--- config.mk ---
export PLATFORM = sky130hd
export DESIGN_NAME = angle_kalman_filter_core
export DESIGN_NICKNAME = d
export VERILOG_FILES = /design/src/rtl/akf_pkg.sv /design/src/rtl/akf_mul.sv /design/src/rtl/akf_div.sv /design/src/rtl/angle_kalman_filter_core.sv
export SDC_FILE = /design/constraint.sdc
export NUM_CORES = 2
export LEC_CHECK = 0
export BUFFER_PORTS_ARGS = -buffer_cell sky130_fd_sc_hd__buf_2
export CAP_MARGIN = 15
export CORE_AREA = 2 2 476 478
export CTS_CLUSTER_DIAMETER = 120
export CTS_CLUSTER_SIZE = 12
export DETAILED_ROUTE_END_ITERATION = 16
export DIE_AREA = 0 0 478 480
export PLACE_DENSITY = 0.69
export RECOVER_POWER = 50
export SYNTH_ARGS = -nofsm -noshare
export SYNTH_HDL_FRONTEND = slang
export SYNTH_SLANG_ARGS = --single-unit
--- constraint.sdc ---
create_clock -name i_clk -period 14.3 [get_ports i_clk]
set_input_delay 2.86 -clock i_clk [delete_from_list [all_inputs] [get_ports i_clk]]
set_output_delay 2.86 -clock i_clk [all_outputs]
set_load 0.02 [all_outputs]
--- src/rtl/akf_pkg.sv ---
// Shared types, widths and arithmetic helpers for the angle/bias Kalman filter.
// Used by akf_mul, akf_div and angle_kalman_filter_core; depends on nothing.
package akf_pkg;

    localparam int AXES_DEF = 2;

    localparam int NOISE_W = 29;
    localparam int IDX_W   = 2;

    // serial multiplier operand and product widths
    localparam int MW = 36;
    localparam int PW = 2 * MW;
    // serial divider dividend and divisor widths
    localparam int DNW = 60;
    localparam int DDW = 32;

    localparam logic [IDX_W-1:0] REG_ANGLE_NOISE   = 2'd0;
    localparam logic [IDX_W-1:0] REG_BIAS_NOISE    = 2'd1;
    localparam logic [IDX_W-1:0] REG_MEASURE_NOISE = 2'd2;

    localparam logic [NOISE_W-1:0] ANGLE_NOISE_RST   = 29'd268435;
    localparam logic [NOISE_W-1:0] BIAS_NOISE_RST    = 29'd805306;
    localparam logic [NOISE_W-1:0] MEASURE_NOISE_RST = 29'd8053064;

    typedef struct packed {
        logic              axis;
        logic signed [31:0] measured_angle;
        logic signed [31:0] measured_rate;
        logic [23:0]       time_step;
    } t_in;

    typedef struct packed {
        logic              axis_out;
        logic signed [31:0] filtered_angle;
        logic signed [31:0] bias_estimate;
        logic              saturated;
    } t_out;

    function automatic logic signed [PW-1:0] ext32(input logic signed [31:0] v);
        return {{(PW-32){v[31]}}, v};
    endfunction

    function automatic logic signed [PW-1:0] ext34(input logic signed [33:0] v);
        return {{(PW-34){v[33]}}, v};
    endfunction

    // round to nearest, ties toward plus infinity
    function automatic logic signed [PW-1:0] rnd(input logic signed [PW-1:0] v,
                                                 input int s);
        logic signed [PW-1:0] one;
        one = 1;
        return (v + (one <<< (s - 1))) >>> s;
    endfunction

    // {clip flag, value}
    function automatic logic [32:0] sat32(input logic signed [PW-1:0] v);
        logic [32:0] r;
        if ((&v[PW-1:31]) || !(|v[PW-1:31])) begin
            r = {1'b0, v[31:0]};
        end else if (v[PW-1]) begin
            r = {1'b1, 32'h8000_0000};
        end else begin
            r = {1'b1, 32'h7FFF_FFFF};
        end
        return r;
    endfunction

    // {clip flag, gain} from quotient magnitude and sign
    function automatic logic [32:0] sat_gain(input logic [DNW-1:0] q, input logic neg);
        logic [31:0] m;
        logic        f;
        if (|q[DNW-1:31]) begin
            m = 32'h7FFF_FFFF;
            f = 1'b1;
        end else begin
            m = q[31:0];
            f = 1'b0;
        end
        return {f, (neg ? -m : m)};
    endfunction

endpackage

--- src/rtl/akf_mul.sv ---
// Bit-serial signed multiplier, one multiplier bit per cycle.
// Depends on akf_pkg for operand and product widths.
module akf_mul (
    input  logic                          i_clk,
    input  logic                          i_rst_n,
    input  logic                          i_start,
    input  logic signed [akf_pkg::MW-1:0] i_a,
    input  logic signed [akf_pkg::MW-1:0] i_b,
    output logic                          o_done,
    output logic signed [akf_pkg::PW-1:0] o_p
);
    localparam int MW = akf_pkg::MW;
    localparam int CW = $clog2(MW);

    logic            r_busy, r_fin, r_done, r_neg;
    logic [CW-1:0]   r_cnt;
    logic [MW-1:0]   r_ma;
    logic [2*MW-1:0] r_acc;
    logic signed [akf_pkg::PW-1:0] r_p;
    logic [MW-1:0]   w_abs_a, w_abs_b;
    logic [MW:0]     w_hi;

    assign w_abs_a = i_a[MW-1] ? MW'(-i_a) : MW'(i_a);
    assign w_abs_b = i_b[MW-1] ? MW'(-i_b) : MW'(i_b);
    assign w_hi    = {1'b0, r_acc[2*MW-1:MW]} + (r_acc[0] ? {1'b0, r_ma} : {(MW+1){1'b0}});

    always_ff @(posedge i_clk) begin
        if (!i_rst_n) begin
            r_busy <= 1'b0;
            r_fin  <= 1'b0;
            r_done <= 1'b0;
            r_cnt  <= '0;
        end else begin
            r_done <= 1'b0;
            if (i_start) begin
                r_ma   <= w_abs_a;
                r_acc  <= {{MW{1'b0}}, w_abs_b};
                r_neg  <= i_a[MW-1] ^ i_b[MW-1];
                r_cnt  <= '0;
                r_busy <= 1'b1;
            end else if (r_busy) begin
                r_acc <= {w_hi, r_acc[MW-1:1]};
                r_cnt <= r_cnt + 1'b1;
                if (r_cnt == CW'(MW - 1)) begin
                    r_busy <= 1'b0;
                    r_fin  <= 1'b1;
                end
            end else if (r_fin) begin
                r_fin  <= 1'b0;
                r_done <= 1'b1;
                r_p    <= r_neg ? -$signed(r_acc) : $signed(r_acc);
            end
        end
    end

    assign o_done = r_done;
    assign o_p    = r_p;
endmodule

--- src/rtl/akf_div.sv ---
// Restoring unsigned divider, one quotient bit per cycle.
// Depends on akf_pkg for dividend and divisor widths.
module akf_div (
    input  logic                      i_clk,
    input  logic                      i_rst_n,
    input  logic                      i_start,
    input  logic [akf_pkg::DNW-1:0]   i_num,
    input  logic [akf_pkg::DDW-1:0]   i_den,
    output logic                      o_done,
    output logic [akf_pkg::DNW-1:0]   o_q
);
    localparam int DNW = akf_pkg::DNW;
    localparam int DDW = akf_pkg::DDW;
    localparam int CW  = $clog2(DNW);

    logic           r_busy, r_done;
    logic [CW-1:0]  r_cnt;
    logic [DDW-1:0] r_rem, r_den;
    logic [DNW-1:0] r_q;
    logic [DDW:0]   w_sh;
    logic [DDW+1:0] w_diff;

    assign w_sh   = {r_rem, r_q[DNW-1]};
    assign w_diff = {1'b0, w_sh} - {2'b00, r_den};

    always_ff @(posedge i_clk) begin
        if (!i_rst_n) begin
            r_busy <= 1'b0;
            r_done <= 1'b0;
            r_cnt  <= '0;
        end else begin
            r_done <= 1'b0;
            if (i_start) begin
                r_rem  <= '0;
                r_q    <= i_num;
                r_den  <= i_den;
                r_cnt  <= '0;
                r_busy <= 1'b1;
            end else if (r_busy) begin
                if (!w_diff[DDW+1]) begin
                    r_rem <= w_diff[DDW-1:0];
                    r_q   <= {r_q[DNW-2:0], 1'b1};
                end else begin
                    r_rem <= w_sh[DDW-1:0];
                    r_q   <= {r_q[DNW-2:0], 1'b0};
                end
                r_cnt <= r_cnt + 1'b1;
                if (r_cnt == CW'(DNW - 1)) begin
                    r_busy <= 1'b0;
                    r_done <= 1'b1;
                end
            end
        end
    end

    assign o_done = r_done;
    assign o_q    = r_q;
endmodule

--- src/rtl/angle_kalman_filter_core.sv ---
// Angle/bias Kalman filter top level: sequencer, per-axis state, noise registers.
// Depends on akf_pkg, akf_mul and akf_div.
//
//  channel   valid     stall     payload
//  request   i_valid   o_stall   i_data  (akf_pkg::t_in)
//  result    o_valid   i_stall   o_data  (akf_pkg::t_out)
//  config    i_cfg_we  -         i_cfg_idx, i_cfg_data
//
// Each accepted request runs ten serial multiplies (issue, load, 36 bit steps, finish,
// handoff) and two serial divides (issue, load, 60 bit steps, handoff) one after
// another on the shared units; o_stall holds off the next request until the result
// is posted. Both divides are skipped, and both gains set to zero, when the
// innovation variance is not positive.
// Reset clears all axis state and loads the default noise values.
// A new request is taken while a result waits; finishing the next one holds on i_stall.
module angle_kalman_filter_core #(
    parameter int AXES = akf_pkg::AXES_DEF
) (
    input  logic                           i_clk,
    input  logic                           i_rst_n,
    input  logic                           i_valid,
    output logic                           o_stall,
    input  akf_pkg::t_in                   i_data,
    output logic                           o_valid,
    input  logic                           i_stall,
    output akf_pkg::t_out                  o_data,
    input  logic                           i_cfg_we,
    input  logic [akf_pkg::IDX_W-1:0]      i_cfg_idx,
    input  logic [akf_pkg::NOISE_W-1:0]    i_cfg_data
);
    localparam int MW = akf_pkg::MW;
    localparam int PW = akf_pkg::PW;
    localparam int AW = (AXES > 1) ? $clog2(AXES) : 1;

    typedef enum logic [1:0] {S_IDLE, S_ISSUE, S_WAIT, S_DONE} t_state;
    typedef enum logic [3:0] {
        OP_ANG, OP_T, OP_P00, OP_P11, OP_K0, OP_K1,
        OP_CANG, OP_CBIA, OP_C00, OP_C01, OP_C10, OP_C11
    } t_op;

    t_state r_state;
    t_op    r_op;

    logic signed [31:0] r_st_ang [AXES];
    logic signed [31:0] r_st_bia [AXES];
    logic signed [31:0] r_st_p00 [AXES];
    logic signed [31:0] r_st_p01 [AXES];
    logic signed [31:0] r_st_p10 [AXES];
    logic signed [31:0] r_st_p11 [AXES];

    logic [akf_pkg::NOISE_W-1:0] r_an, r_bn, r_mn;

    logic [AW-1:0]      r_ax_idx;
    logic               r_ax;
    logic signed [31:0] r_ang, r_bia, r_p00, r_p01, r_p10, r_p11;
    logic signed [31:0] r_z, r_w, r_k0, r_k1, r_q00, r_q01;
    logic [23:0]        r_dt;
    logic signed [33:0] r_t, r_y;
    logic               r_flag;
    logic               r_mul_go, r_div_go;
    logic               r_out_valid;
    akf_pkg::t_out      r_out;

    logic signed [MW-1:0] w_ma, w_mb;
    logic signed [PW-1:0] w_prod, w_r24, w_r28;
    logic                 w_mul_done, w_div_done;
    logic [akf_pkg::DNW-1:0] w_q, w_num;
    logic signed [32:0]   w_s;
    logic                 w_s_pos, w_div_op, w_dneg;
    logic signed [31:0]   w_dsrc;
    logic [31:0]          w_dabs;
    logic [32:0]          w_sat_a, w_sat_b, w_sat_c, w_gain;
    logic signed [33:0]   w_y;
    logic [AW-1:0]        w_in_idx;

    assign w_in_idx = (AXES > 1) ? AW'(i_data.axis) : '0;

    assign w_s     = {r_p00[31], r_p00} + {4'b0000, r_mn};
    assign w_s_pos = !w_s[32] && (|w_s);
    assign w_div_op = (r_op == OP_K0) || (r_op == OP_K1);
    assign w_dsrc  = (r_op == OP_K0) ? r_p00 : r_p10;
    assign w_dneg  = w_dsrc[31];
    assign w_dabs  = w_dneg ? 32'(-w_dsrc) : 32'(w_dsrc);
    assign w_num   = {w_dabs, 28'd0};
    assign w_gain  = akf_pkg::sat_gain(w_q, w_dneg);

    always_comb begin
        w_ma = '0;
        w_mb = '0;
        case (r_op)
            OP_ANG: begin
                w_ma = MW'({1'b0, r_dt});
                w_mb = MW'(akf_pkg::ext32(r_w) - akf_pkg::ext32(r_bia));
            end
            OP_T: begin
                w_ma = MW'({1'b0, r_dt});
                w_mb = MW'(akf_pkg::ext32(r_p11));
            end
            OP_P00: begin
                w_ma = MW'({1'b0, r_dt});
                w_mb = MW'(akf_pkg::ext34(r_t) - akf_pkg::ext32(r_p01)
                           - akf_pkg::ext32(r_p10) + PW'({1'b0, r_an}));
            end
            OP_P11: begin
                w_ma = MW'({1'b0, r_bn});
                w_mb = MW'({1'b0, r_dt});
            end
            OP_CANG: begin w_ma = MW'(akf_pkg::ext32(r_k0)); w_mb = MW'(akf_pkg::ext34(r_y)); end
            OP_CBIA: begin w_ma = MW'(akf_pkg::ext32(r_k1)); w_mb = MW'(akf_pkg::ext34(r_y)); end
            OP_C00:  begin w_ma = MW'(akf_pkg::ext32(r_k0)); w_mb = MW'(akf_pkg::ext32(r_q00)); end
            OP_C01:  begin w_ma = MW'(akf_pkg::ext32(r_k0)); w_mb = MW'(akf_pkg::ext32(r_q01)); end
            OP_C10:  begin w_ma = MW'(akf_pkg::ext32(r_k1)); w_mb = MW'(akf_pkg::ext32(r_q00)); end
            OP_C11:  begin w_ma = MW'(akf_pkg::ext32(r_k1)); w_mb = MW'(akf_pkg::ext32(r_q01)); end
            default: begin w_ma = '0; w_mb = '0; end
        endcase
    end

    akf_mul u_mul (
        .i_clk   (i_clk),
        .i_rst_n (i_rst_n),
        .i_start (r_mul_go),
        .i_a     (w_ma),
        .i_b     (w_mb),
        .o_done  (w_mul_done),
        .o_p     (w_prod)
    );

    akf_div u_div (
        .i_clk   (i_clk),
        .i_rst_n (i_rst_n),
        .i_start (r_div_go),
        .i_num   (w_num),
        .i_den   (w_s[31:0]),
        .o_done  (w_div_done),
        .o_q     (w_q)
    );

    assign w_r24 = akf_pkg::rnd(w_prod, 24);
    assign w_r28 = akf_pkg::rnd(w_prod, 28);

    always_comb begin
        w_sat_a = '0;
        w_sat_b = '0;
        w_sat_c = '0;
        case (r_op)
            OP_ANG:  w_sat_a = akf_pkg::sat32(akf_pkg::ext32(r_ang) + w_r24);
            OP_P00: begin
                w_sat_a = akf_pkg::sat32(akf_pkg::ext32(r_p00) + w_r24);
                w_sat_b = akf_pkg::sat32(akf_pkg::ext32(r_p01) - akf_pkg::ext34(r_t));
                w_sat_c = akf_pkg::sat32(akf_pkg::ext32(r_p10) - akf_pkg::ext34(r_t));
            end
            OP_P11:  w_sat_a = akf_pkg::sat32(akf_pkg::ext32(r_p11) + w_r24);
            OP_CANG: w_sat_a = akf_pkg::sat32(akf_pkg::ext32(r_ang) + w_r28);
            OP_CBIA: w_sat_a = akf_pkg::sat32(akf_pkg::ext32(r_bia) + w_r28);
            OP_C00:  w_sat_a = akf_pkg::sat32(akf_pkg::ext32(r_p00) - w_r28);
            OP_C01:  w_sat_a = akf_pkg::sat32(akf_pkg::ext32(r_p01) - w_r28);
            OP_C10:  w_sat_a = akf_pkg::sat32(akf_pkg::ext32(r_p10) - w_r28);
            OP_C11:  w_sat_a = akf_pkg::sat32(akf_pkg::ext32(r_p11) - w_r28);
            default: w_sat_a = '0;
        endcase
    end

    assign w_y = {r_z[31], r_z[31], r_z} - {w_sat_a[31], w_sat_a[31], w_sat_a[31:0]};

    always_ff @(posedge i_clk) begin
        if (!i_rst_n) begin
            r_state     <= S_IDLE;
            r_op        <= OP_ANG;
            r_mul_go    <= 1'b0;
            r_div_go    <= 1'b0;
            r_out_valid <= 1'b0;
            r_an        <= akf_pkg::ANGLE_NOISE_RST;
            r_bn        <= akf_pkg::BIAS_NOISE_RST;
            r_mn        <= akf_pkg::MEASURE_NOISE_RST;
            for (int i = 0; i < AXES; i++) begin
                r_st_ang[i] <= '0;
                r_st_bia[i] <= '0;
                r_st_p00[i] <= '0;
                r_st_p01[i] <= '0;
                r_st_p10[i] <= '0;
                r_st_p11[i] <= '0;
            end
        end else begin
            r_mul_go <= 1'b0;
            r_div_go <= 1'b0;
            if (r_out_valid && !i_stall && r_state != S_DONE) begin
                r_out_valid <= 1'b0;
            end
            if (i_cfg_we) begin
                unique case (i_cfg_idx)
                    akf_pkg::REG_ANGLE_NOISE:   r_an <= i_cfg_data;
                    akf_pkg::REG_BIAS_NOISE:    r_bn <= i_cfg_data;
                    akf_pkg::REG_MEASURE_NOISE: r_mn <= i_cfg_data;
                    default: ;
                endcase
            end
            unique case (r_state)
                S_IDLE: begin
                    if (i_valid) begin
                        r_ax     <= i_data.axis;
                        r_ax_idx <= w_in_idx;
                        r_z      <= i_data.measured_angle;
                        r_w      <= i_data.measured_rate;
                        r_dt     <= i_data.time_step;
                        r_ang    <= r_st_ang[w_in_idx];
                        r_bia    <= r_st_bia[w_in_idx];
                        r_p00    <= r_st_p00[w_in_idx];
                        r_p01    <= r_st_p01[w_in_idx];
                        r_p10    <= r_st_p10[w_in_idx];
                        r_p11    <= r_st_p11[w_in_idx];
                        r_flag   <= 1'b0;
                        r_op     <= OP_ANG;
                        r_state  <= S_ISSUE;
                    end
                end
                S_ISSUE: begin
                    if (w_div_op && !w_s_pos) begin
                        if (r_op == OP_K0) begin
                            r_k0 <= '0;
                        end else begin
                            r_k1 <= '0;
                        end
                        r_op <= t_op'(r_op + 1'b1);
                    end else begin
                        r_mul_go <= !w_div_op;
                        r_div_go <= w_div_op;
                        r_state  <= S_WAIT;
                    end
                end
                S_WAIT: begin
                    if ((w_div_op && w_div_done) || (!w_div_op && w_mul_done)) begin
                        r_state <= (r_op == OP_C11) ? S_DONE : S_ISSUE;
                        r_op    <= (r_op == OP_C11) ? r_op : t_op'(r_op + 1'b1);
                        r_flag  <= r_flag | w_sat_a[32] | w_sat_b[32] | w_sat_c[32]
                                   | (w_div_op & w_gain[32]);
                        case (r_op)
                            OP_ANG: begin
                                r_ang <= w_sat_a[31:0];
                                r_y   <= w_y;
                            end
                            OP_T:    r_t <= w_r24[33:0];
                            OP_P00: begin
                                r_p00 <= w_sat_a[31:0];
                                r_p01 <= w_sat_b[31:0];
                                r_p10 <= w_sat_c[31:0];
                            end
                            OP_P11: begin
                                r_p11 <= w_sat_a[31:0];
                                r_q00 <= r_p00;
                                r_q01 <= r_p01;
                            end
                            OP_K0:   r_k0  <= w_gain[31:0];
                            OP_K1:   r_k1  <= w_gain[31:0];
                            OP_CANG: r_ang <= w_sat_a[31:0];
                            OP_CBIA: r_bia <= w_sat_a[31:0];
                            OP_C00:  r_p00 <= w_sat_a[31:0];
                            OP_C01:  r_p01 <= w_sat_a[31:0];
                            OP_C10:  r_p10 <= w_sat_a[31:0];
                            OP_C11:  r_p11 <= w_sat_a[31:0];
                            default: ;
                        endcase
                    end
                end
                S_DONE: begin
                    if (!r_out_valid || !i_stall) begin
                        r_st_ang[r_ax_idx] <= r_ang;
                        r_st_bia[r_ax_idx] <= r_bia;
                        r_st_p00[r_ax_idx] <= r_p00;
                        r_st_p01[r_ax_idx] <= r_p01;
                        r_st_p10[r_ax_idx] <= r_p10;
                        r_st_p11[r_ax_idx] <= r_p11;
                        r_out.axis_out       <= r_ax;
                        r_out.filtered_angle <= r_ang;
                        r_out.bias_estimate  <= r_bia;
                        r_out.saturated      <= r_flag;
                        r_out_valid <= 1'b1;
                        r_state     <= S_IDLE;
                    end
                end
                default: r_state <= S_IDLE;
            endcase
        end
    end

    assign o_stall = (r_state != S_IDLE);
    assign o_valid = r_out_valid;
    assign o_data  = r_out;

    a_units_exclusive: assert property (@(posedge i_clk) disable iff (!i_rst_n)
        !(w_mul_done && w_div_done))
        else $error("multiplier and divider finished together");

    a_done_in_wait: assert property (@(posedge i_clk) disable iff (!i_rst_n)
        (w_mul_done || w_div_done) |-> (r_state == S_WAIT))
        else $error("arithmetic unit finished outside wait state");

    a_accept_starts: assert property (@(posedge i_clk) disable iff (!i_rst_n)
        (i_valid && !o_stall) |=> (r_state == S_ISSUE && r_op == OP_ANG))
        else $error("accepted request did not start the sequence");

    a_result_posted: assert property (@(posedge i_clk) disable iff (!i_rst_n)
        (r_state == S_DONE && !(r_out_valid && i_stall)) |=> r_out_valid)
        else $error("finished request did not post a result");
endmodule

==> flow_summary.toml <==
[critical_path]
worst_ep_required_time_ns = 14.89
critical_path.max_stage_delay_ns = 1.62
end_kind = "flip-flop"
cp.buffers_inverters = 6
cpLargestDelayFamily = "compound AO/OA/AOI/OAI gates"
crit_arrival_ns = 14.50
crit_type = "flip-flop to flip-flop"
crit_path_frequent_cell = "buf_4"
crit_fanout = 10
crit_slowest_cell = "xnor2_1"
setup.worst_path.start_class = "flip-flop"

[yosys]
ys_types = 99
ys_ff_latch = 1322
synthArstFlopShare = 0
yosys-top-cells-area = "edfxtp_1 35%, ha_1 7.9%, xnor2_1 4.2%"
ys_warn_count = 0
synth_cells = 11000
synth.avg_cell_area_um2 = 9.32
yosysSeqAreaShare = 0.376
synth_top_area_share = 0.354
synth_edf_count = 1209
ys.flop_type = "edfxtp_1"
synth_area_um2 = 102000
synth_top_area_cell = "edfxtp_1"

[die]
ios = 193
rows = 174
initial_core_util = 0.457
dieArea_um2 = 229000
dieWidth_um = 478
coreArea_um2 = 224000
die_h_um = 480

[timing]
slew_headroom = -2.67
setup_viol = 0
tightest_slew_ns = 5.51
rsz0062_at_grt = "no"
min_period_ns = 13.91
finClkSkew_ns = 0.0754
finalHoldViolations = 0
fin_setup_tns_ns = 0
fin_crit_sh = 0.973
drv_slew = 1619
fmax_mhz = 71.9

[global_route]
grt_pass1_vias = 91200
top_usage_layer = "met2"
grt_pass1_wl_um = 710000
grtUsageMet3 = 0.121
antenna_found_initial = 65
grt_use_met2 = 0.657
grt_max_degree = 129
globalRouteOverflowTotal = 0
grt_util_all_layers = 0.440
met1_usage = 0.554

[routing]
via_count = 97700
drtAntennaViolNets = 0
drt-initial-drc-count = 14500
wl_um = 522000
drc = 0
drtPass1Iterations = 9
post_drt_wl_per_cell_um = 36.4
viasPerCell = 6.81

[clock_network]
cts_buffers = 131
cts_tree = "built"
clk_pin_slew_ns = 0.07
hold_buffers = 0
cts.sinks = 1322
clk_path_buf_depth = 3
cts_setup_buffers = 0
clkLatencyLatePin_ns = 0.85
cts_root_buffer = "clkbuf_16"
cts_resized = 0
cts_max_level = 4

[placed_design]
hpwl_um = 420000
place_congestion = 1.14
io_buffers = 192
placed_cell_area_um2 = 109000

[status]
violations = "capacitance limit, slew limit"
status = "finished with violations"

[pwr]
total_leakage_power_uw = 0.0442
power_density_nw_per_um2 = 178
irDropWorstVdd_uv = 144

[cells_and_area]
fillerInstances = 20700
postLayoutCellArea_um2 = 113000
fin_nets = 12100
drive_gt1_frac = 0.0814
area_delta_synth_final_pct = 9.83

[run]
drv_cap = 61

[hold_path]
hp-class = "flip-flop to flip-flop"
[cells by family (layout without fill, tap and decap cells)]
| family | Yosys count | count (layout) | synth area share |
|---|---|---|---|
| other cells | 1 | 54 | 0.0000366 |
| xor+xnor | 797 | 797 | 0.0742 |
| simple gates | 3757 | 3757 | 0.184 |
| flops | 1322 | 1322 | 0.376 |
| buf+inv | 947 | 1264 | 0.0348 |
| fa+ha+maj | 767 | 767 | 0.0984 |
| mux | 296 | 296 | 0.0301 |
| compound gates | 3104 | 3104 | 0.202 |
[power breakdown]
part / switching (uW) / leakage (uW) / internal, uW / total (uW)
combinational: 7500 / 0.0299 / 3670 / 11200
clock: 1640 / 0.00186 / 1740 / 3380
sequential: 649 / 0.0125 / 4850 / 5500
[layout make-up]
cell class | instances | area (um^2) | share of cell area
clock inverters | 18 | 369 | 0.00328
clock buffers | 188 | 3530 | 0.0314
well taps | 2992 | 3740 | 0.0333
inverters | 448 | 1680 | 0.0150
repair buffers | 610 | 3710 | 0.0330
flip-flops and latches | 1322 | 38600 | 0.343
multi-input cells | 8725 | 60800 | 0.540
diodes | 50 | 125 | 0.00111
[cell usage in the layout (no fill, tap or decap), types with 78 or more instances in the layout]
cell       synthesis  layout
o21a_1           138     138
mux2i_1          202     201
a21boi_0          97      97
nand3_1          252     252
ha_1             647     647
and3_1           208     208
a21o_1           274     274
a21oi_1          747     740
nor2_1           925     910
fa_1              79      79
and2_1           327     294
nor2b_1          118     118
a31oi_1          125     120
a211oi_1         153     151
edfxtp_1        1209    1209
clkbuf_16          0     133
mux2_2            94      94
inv_1            444     443
buf_2              6     121
xnor2_1          497     492
o21bai_1         100      99
buf_4              0     320
nor3_1           282     278
o21ai_0          594     580
o211ai_1         107     107
or3_1             93      93
nand4_1          171     171
dfxtp_1          113     112
nand2_1          893     892
xor2_1           255     251
nor4_1            81      78
nand2b_1         103     102
o31ai_1           92      87
clkbuf_1         454     218
[sequential cells by signal (all words and copies together), names as in the netlist, 33 cells and up]
| register | cells |
|---|---|
| u_mul.r_acc | 72 |
| o_data | 66 |
| r_st_ang | 64 |
| r_st_bia | 64 |
| r_st_p00 | 64 |
| r_st_p01 | 64 |
| r_st_p10 | 64 |
| r_st_p11 | 64 |
| u_div.o_q | 60 |
| u_mul.o_p | 49 |
| u_mul.r_ma | 36 |
| r_t | 34 |
| r_y | 33 |
[cells in the mapped netlist (all sizes together), types with 48 or more instances]
master  instances
or4            50
mux2           94
a31oi         125
a222oi         48
nand4         171
fa             79
nor2          925
or3            97
nor2b         118
o21ai         608
dfxtp         113
nand3         252
o21a          138
or2            51
ha            647
a21o          274
and2          332
xor2          255
and3          208
o211ai        107
xnor2         497
a211oi        154
edfxtp       1209
o21bai        100
nor3          284
o31ai          94
a21boi         97
inv           447
nand2         893
nand2b        103
a21oi         747
a211o          61
clkbuf        454
a22oi          53
nor4           81
mux2i         202
[per-layer routing]
metal  vias to the layer above  share of wire
li1                      41700              -
met1                     47800           0.37
met2                      6758           0.42
met3                      1449           0.12
met4                        18          0.084
met5                         -        0.00040
[path summary, 6_finish.rpt]
| check | cells after the start | to | slack [ns] | from |
|---|---|---|---|---|
| worst max-delay path | 41 | r_y[29] | 0.39 | u_mul.o_p[25] |
| worst min-delay path | 0 | o_data[32] | 0.46 | r_bia[31] |
| worst max register to register | 41 | r_y[29] | 0.39 | u_mul.o_p[25] |
| worst min register to register | 0 | o_data[32] | 0.46 | r_bia[31] |
[metrics by stage]
stage	total power [uW]	instances	hold slack (ns)	utilization	setup WS, ns
3_5_place_dp	16100	14100	0.439	0.487	1.12
4_1_cts	19500	14300	0.456	0.504	1.09
2_1_floorplan	11700	11000	0.424	-	4.44
5_1_grt	20600	14300	0.483	0.502	0.192
6_report	20100	14400	0.458	0.502	0.388
3_3_place_gp	16100	14100	0.441	0.487	0.873
No activity file was read; power rests on OpenSTA's default activity.
